$ cat src/rtl/oerb_pkg.sv
// Package for the overwriting event ring buffer.
// Field widths, opcodes, command and result types shared by all rtl files.
// No dependencies.
`default_nettype none

package oerb_pkg;

    localparam int COUNT_W       = 32;
    localparam int TYPE_W        = 8;
    localparam int TARGET_W      = 32;
    localparam int PAYLOAD_W     = 64;
    localparam int LIMIT_W       = 7;
    localparam int CAPACITY_DEF  = 256;
    localparam int MAX_BURST_DEF = 64;

    localparam logic OP_EMIT    = 1'b0;
    localparam logic OP_COLLECT = 1'b1;

    typedef struct packed {
        logic                 opcode;
        logic [TYPE_W-1:0]    ev_type;
        logic [TARGET_W-1:0]  target;
        logic [PAYLOAD_W-1:0] payload;
        logic [LIMIT_W-1:0]   limit;
    } cmd_t;

    typedef struct packed {
        logic [TYPE_W-1:0]    ev_type;
        logic [TARGET_W-1:0]  target;
        logic [PAYLOAD_W-1:0] payload;
    } entry_t;

    typedef struct packed {
        logic is_last;
        logic is_empty;
        logic skipped;
    } meta_t;

    typedef struct packed {
        entry_t data;
        meta_t  meta;
    } result_t;

endpackage

`default_nettype wire

$ cat src/rtl/oerb_front.sv
// Front end of the event ring buffer: input beat acceptance, enable filter,
// burst limit saturation and a two-entry command queue. Uses oerb_pkg.
`default_nettype none

module oerb_front #(
    parameter int MAX_BURST = oerb_pkg::MAX_BURST_DEF
) (
    input  wire                           aclk,
    input  wire                           aresetn,
    input  wire                           cfg_we,
    input  wire                           cfg_wdata,
    input  wire                           s_valid,
    output logic                          s_ready,
    input  wire                           s_opcode,
    input  wire [oerb_pkg::TYPE_W-1:0]    s_event_type,
    input  wire [oerb_pkg::TARGET_W-1:0]  s_target_id,
    input  wire [oerb_pkg::PAYLOAD_W-1:0] s_event_payload,
    input  wire [oerb_pkg::LIMIT_W-1:0]   s_max_count,
    output logic                          cmd_valid,
    input  wire                           cmd_ready,
    output oerb_pkg::cmd_t                cmd
);

    localparam int QDEPTH = 2;

    logic                 bus_en_reg;
    oerb_pkg::cmd_t       q_reg [QDEPTH];
    logic                 wr_ptr_reg, wr_ptr_next;
    logic                 rd_ptr_reg, rd_ptr_next;
    logic [1:0]           count_reg, count_next;
    oerb_pkg::cmd_t       in_cmd;
    logic                 push, pop;

    always_ff @(posedge aclk) begin
        if (!aresetn) begin
            bus_en_reg <= 1'b1;
        end else if (cfg_we) begin
            bus_en_reg <= cfg_wdata;
        end
    end

    always_comb begin
        in_cmd.opcode  = s_opcode;
        in_cmd.ev_type = s_event_type;
        in_cmd.target  = s_target_id;
        in_cmd.payload = s_event_payload;
        if (s_max_count > oerb_pkg::LIMIT_W'(MAX_BURST)) begin
            in_cmd.limit = oerb_pkg::LIMIT_W'(MAX_BURST);
        end else begin
            in_cmd.limit = s_max_count;
        end
    end

    assign s_ready   = (count_reg != 2'(QDEPTH));
    assign push      = s_valid && s_ready &&
                       ((s_opcode == oerb_pkg::OP_COLLECT) || bus_en_reg);
    assign cmd_valid = (count_reg != 2'd0);
    assign pop       = cmd_valid && cmd_ready;
    assign cmd       = q_reg[rd_ptr_reg];

    always_comb begin
        wr_ptr_next = push ? ~wr_ptr_reg : wr_ptr_reg;
        rd_ptr_next = pop ? ~rd_ptr_reg : rd_ptr_reg;
        count_next  = count_reg + 2'(push) - 2'(pop);
    end

    always_ff @(posedge aclk) begin
        if (!aresetn) begin
            wr_ptr_reg <= 1'b0;
            rd_ptr_reg <= 1'b0;
            count_reg  <= 2'd0;
        end else begin
            wr_ptr_reg <= wr_ptr_next;
            rd_ptr_reg <= rd_ptr_next;
            count_reg  <= count_next;
        end
    end

    always_ff @(posedge aclk) begin
        if (push) begin
            q_reg[wr_ptr_reg] <= in_cmd;
        end
    end

endmodule

`default_nettype wire

$ cat config.mk
export PLATFORM = sky130hd
export DESIGN_NAME = oerb_front
export DESIGN_NICKNAME = d
export VERILOG_FILES = /design/src/rtl/oerb_pkg.sv /design/src/rtl/oerb_front.sv
export SDC_FILE = /design/constraint.sdc
export NUM_CORES = 1
export LEC_CHECK = 0
export BUFFER_PORTS_ARGS = -buffer_cell sky130_fd_sc_hd__buf_2
export CAP_MARGIN = 5
export CORE_ASPECT_RATIO = 1.5
export CORE_MARGIN = 2
export CORE_UTILIZATION = 52
export CTS_CLUSTER_SIZE = 14
export DETAILED_ROUTE_END_ITERATION = 10
export PLACE_DENSITY_LB_ADDON = 0.08
export SYNTH_ARGS = -nofsm -noshare
export SYNTH_HDL_FRONTEND = slang
export SYNTH_SLANG_ARGS = --single-unit
$ cat constraint.sdc
create_clock -name aclk -period 5.7 [get_ports aclk]
set_input_delay 1.14 -clock aclk [delete_from_list [all_inputs] [get_ports aclk]]
set_output_delay 1.14 -clock aclk [all_outputs]
set_load 0.01 [all_outputs]
Yosys cells after proc, flatten, opt, wreduce, memory -nomap -nowiden
Memories as Yosys holds them, arrays and structs flattened. A register that Yosys moved wholly into a read port is not among the register bits.
Index checks and enable logic that the tools add are counted.
W data, S select, Z words.

word-level totals
  register bits = 5
  RAM bits = 224
  input port bits = 118
  output and inout bits = 114
  logic and storage cells = 21
  memories kept = 1

cells by class
  $add $sub $neg = 2
  $lt $le $gt $ge = 1
  equality and inequality tests = 1
  muxes and demuxes = 5
  bitwise operators = 2
  reductions and logical operators = 5

memory list
  name   words  bits a word  rd ports  clocked after Yosys merged registers in  wr ports  line              RTL
  q_reg  2      112          1         1                                        1         oerb_front.sv:27  oerb_pkg::cmd_t q_reg [QDEPTH];

operator list
  operator              number
  $gt A7 B7 Y1 const B  1
  $mux W7               1
  $mux W1               4
  $logic_and A1 B1 Y1   3
  $add A2 B1 Y2         1
  $ne A2 B2 Y1 const B  1
  $not A1 Y1            2
  $reduce_bool A2 Y1    1
  $sub A2 B1 Y2         1
  $logic_or A1 B1 Y1    1

Depth between registers and ports, before layout
  depth in word-level cells = 5
  gate-level depth with buffers = 7
  gate-level depth less buffers = 7

Least setup slack after synthesis
OpenSTA, ideal clock, no wires.

  kind = input port to flip-flop
  from = in s_opcode
  to = mem q_reg[1][0] (netlist bit), enable pin
  setup time = 0.484 ns
  arrival = 4.001 ns
  data required time = 5.216 ns
  setup slack = 1.215 ns
  cell stages on the path = 3
  buffers on the path = 0
  path through = o21ai_2 -> a21oi_1 -> and2_1

between the ends
  word-level cells in the longest chain between the ends = 4

ends and longest elaborated chain
  element                        line              RTL
  start, declared                oerb_front.sv:14  input wire s_opcode,
  $logic_or A1 B1 Y1             oerb_front.sv:56  ((s_opcode == oerb_pkg::OP_COLLECT) || bus_en_reg);
  $logic_and A1 B1 Y1            oerb_front.sv:55  assign push = s_valid && s_ready &&
  $mux W1                        oerb_front.sv:80  if (push) begin
  $mux W1 (not written as such)  oerb_front.sv:81  q_reg[wr_ptr_reg] <= in_cmd;
  end, declared                  oerb_front.sv:27

No other way between the ends.

==> flow_metrics.tcl <==
set metrics [dict create \
    synthXorXnorAreaFrac 0.00104 \
    hpwlAfterDp_mm 10.9 \
    tightest_slew_ns 0.916 \
    fin_worst_skew_ns 0.00842 \
    drive_above_1_share 0.469 \
    hold_violations 0 \
    end_kind "primary output" \
    comb_power_share 0.169 \
    setup_viol 0 \
    syn-num-nets 508 \
    synth_seq_cells 230 \
    clk_path_buf_depth 3 \
    grt_pass1_vias 4730 \
    fp.dieArea_um2 17300 \
    antenna_found_initial 7 \
    synth_ff_type "edfxtp_1" \
    maxCapViolCount 0 \
    grt_max_degree 68 \
    yosysSeqAreaShare 0.811 \
    cts.sinks 230 \
    postCtsResizedCells 0 \
    synth_top_family_by_area "multiplexers" \
    p_sw_mw 1.03 \
    track_usage 0.181 \
    viasPerCell 5.02 \
    dr.pass1.iters 4 \
    ys_warn_count 0 \
    num_io_pins 232 \
    cts_hold_buf 0 \
    power_frac_clock 0.323 \
    nets 756 \
    place_area_um2 9790 \
    arrival_ns 2.43 \
    syn_area_um2 8440 \
    gp_congestion 0.754 \
    fin_crit_sh 0.626 \
    vias 4343 \
    ys_top_cells_by_count "edfxtp_1, mux2_1, mux2_2" \
    synthArstFlopShare 0 \
    fp.dieH_um 160 \
    portBuffers 231 \
    slew_headroom 0.389 \
    synth_edf_count 224 \
    start_util 0.526 \
    fmax_ghz 0.280 \
    finalMaxSlewViolations 0 \
    status "completed" \
    r2r_slack_ns 3.31 \
    wl_mm 16.1 \
    synthMuxAreaShare 0.152 \
    synth_top_area_share 0.797 \
    h-tree-depth 1 \
    clkLatencyLatePin_ns 0.49 \
    syn_inst 389 \
    avgSynthCellArea_um2 21.7 \
    internal-power_mw 3.17 \
    dr.first_iter.drc_count 171 \
    p_leak_nw 3.94 \
    cts_tree "built" \
    cts_root_buf "clkbuf_16" \
    synth_area_leaders "edfxtp_1, mux2_1, mux2_2" \
    cts_made_buffers 22 \
    critical_path.max_fanout 61 \
    area_growth_pct 24.3 \
    synth_fa_ha_area_frac 0.00148 \
    clkSlewWorstSetupHoldPaths_ns 0.06 \
    worstPathRequired_ns 4.56 \
    critical_path_class "reg -> out" \
    yosysMostFrequentCell "edfxtp_1" \
    cp-start-kind "flop" \
    dieWidth_um 108 \
    core.rowCount 57 \
    fin_area_um2 10500 \
    swShare 0.245 \
    rsz0062_at_grt "no" \
    grt_overflow 0 \
    wl_per_cell_um 18.6 \
    coreArea_um2 16000 \
    tns_ns 0 \
    cts_setup_buffers 0 \
    synth-simple-area-share 0.0139 \
    largest_reg_flops 224 \
    whs_ns 0.499 \
    p_per_area_nw_per_um2 400 \
    ant_nets 0 \
    fin_crit_ns 3.57 \
    p_seq_frac 0.508 \
    drc_errors 0 \
    ir_worst_vdd_v 0.000279 \
    grt_first_pass_wirelength_mm 23.8 \
    synth_compound_area_frac 0.00608 \
    ys_types 24 \
    worstHoldPathType "reg -> reg" \
    yosysTopAreaCell "edfxtp_1" \
]
[layer usage]
layer,up-vias,part of all wire,global-route usage
met4,2,0.029,0.0752
li1,2039,-,-
met3,37,0.080,0.0518
met1,2094,0.36,0.195
met5,-,0.00081,0
met2,171,0.53,0.327
[cell families (layout without fill, tap and decap cells)]
family / Yosys count / in the layout
buf+inv: 14 / 277
fa+ha+maj: 1 / 1
flops: 230 / 230
compound gates: 8 / 8
other cells: 0 / 8
mux: 114 / 114
simple gates: 21 / 21
xor+xnor: 1 / 1
[power groups by stage]
stage	clock [mW]	sequential, mW	combinational (mW)
4_1_cts	1.40	2.14	0.724
2_1_floorplan	0	2.12	0.481
3_5_place_dp	0	2.17	0.719
6_report	1.36	2.13	0.710
3_3_place_gp	0	2.16	0.707
5_1_grt	1.46	2.15	0.775
[final cells by class]
type,instances,area [µm²]
flip-flops and latches,230,6850
fillers,1173,5550
multi-input cells,145,1480
repair buffers,237,1200
clock buffers,29,608
well taps,206,258
clock inverters,10,75.1
diodes,8,20.0
inverters,1,3.75
[through the flow]
step	power [mW]	utilization	cells	setup WS, ns
2_1_floorplan	2.60	-	389	1.21
4_1_cts	4.26	0.653	858	2.04
6_report	4.20	0.654	866	2.13
3_3_place_gp	2.87	0.610	819	2.47
3_5_place_dp	2.89	0.610	819	2.40
5_1_grt	4.39	0.654	864	1.95
[placed cells by master, fill, tap and decap left out, types with 2 or more instances in the layout]
master,synthesis,final
buf_2,3,231
edfxtp_1,224,224
mux2_1,80,80
mux2_2,32,32
clkbuf_16,0,23
diode_2,0,8
nor2b_1,7,7
clkinv_2,0,6
buf_4,1,6
dfxtp_1,6,5
clkbuf_1,1,5
nand2_1,4,4
a21oi_1,3,3
and2_1,4,3
or2_1,2,2
nor2_1,2,2
mux2i_1,2,2
a31oi_1,2,2
clkinv_1,0,2
[final timing paths]
check / endpoint / cells past startpoint / start
worst max-delay path: cmd[30] / 3 / flop
worst min-delay path: bus_en_reg / 2 / bus_en_reg
worst max register to register: q_reg[0][36] / 4 / count_reg[0]
worst min register to register: bus_en_reg / 2 / bus_en_reg
[worst max-delay path: stages (launching register included)]
cell,delay [ns]
dfxtp_4,0.91
buf_4,0.50
mux2_2,0.39
buf_2,0.14
No activity file was read; power rests on OpenSTA's default activity.
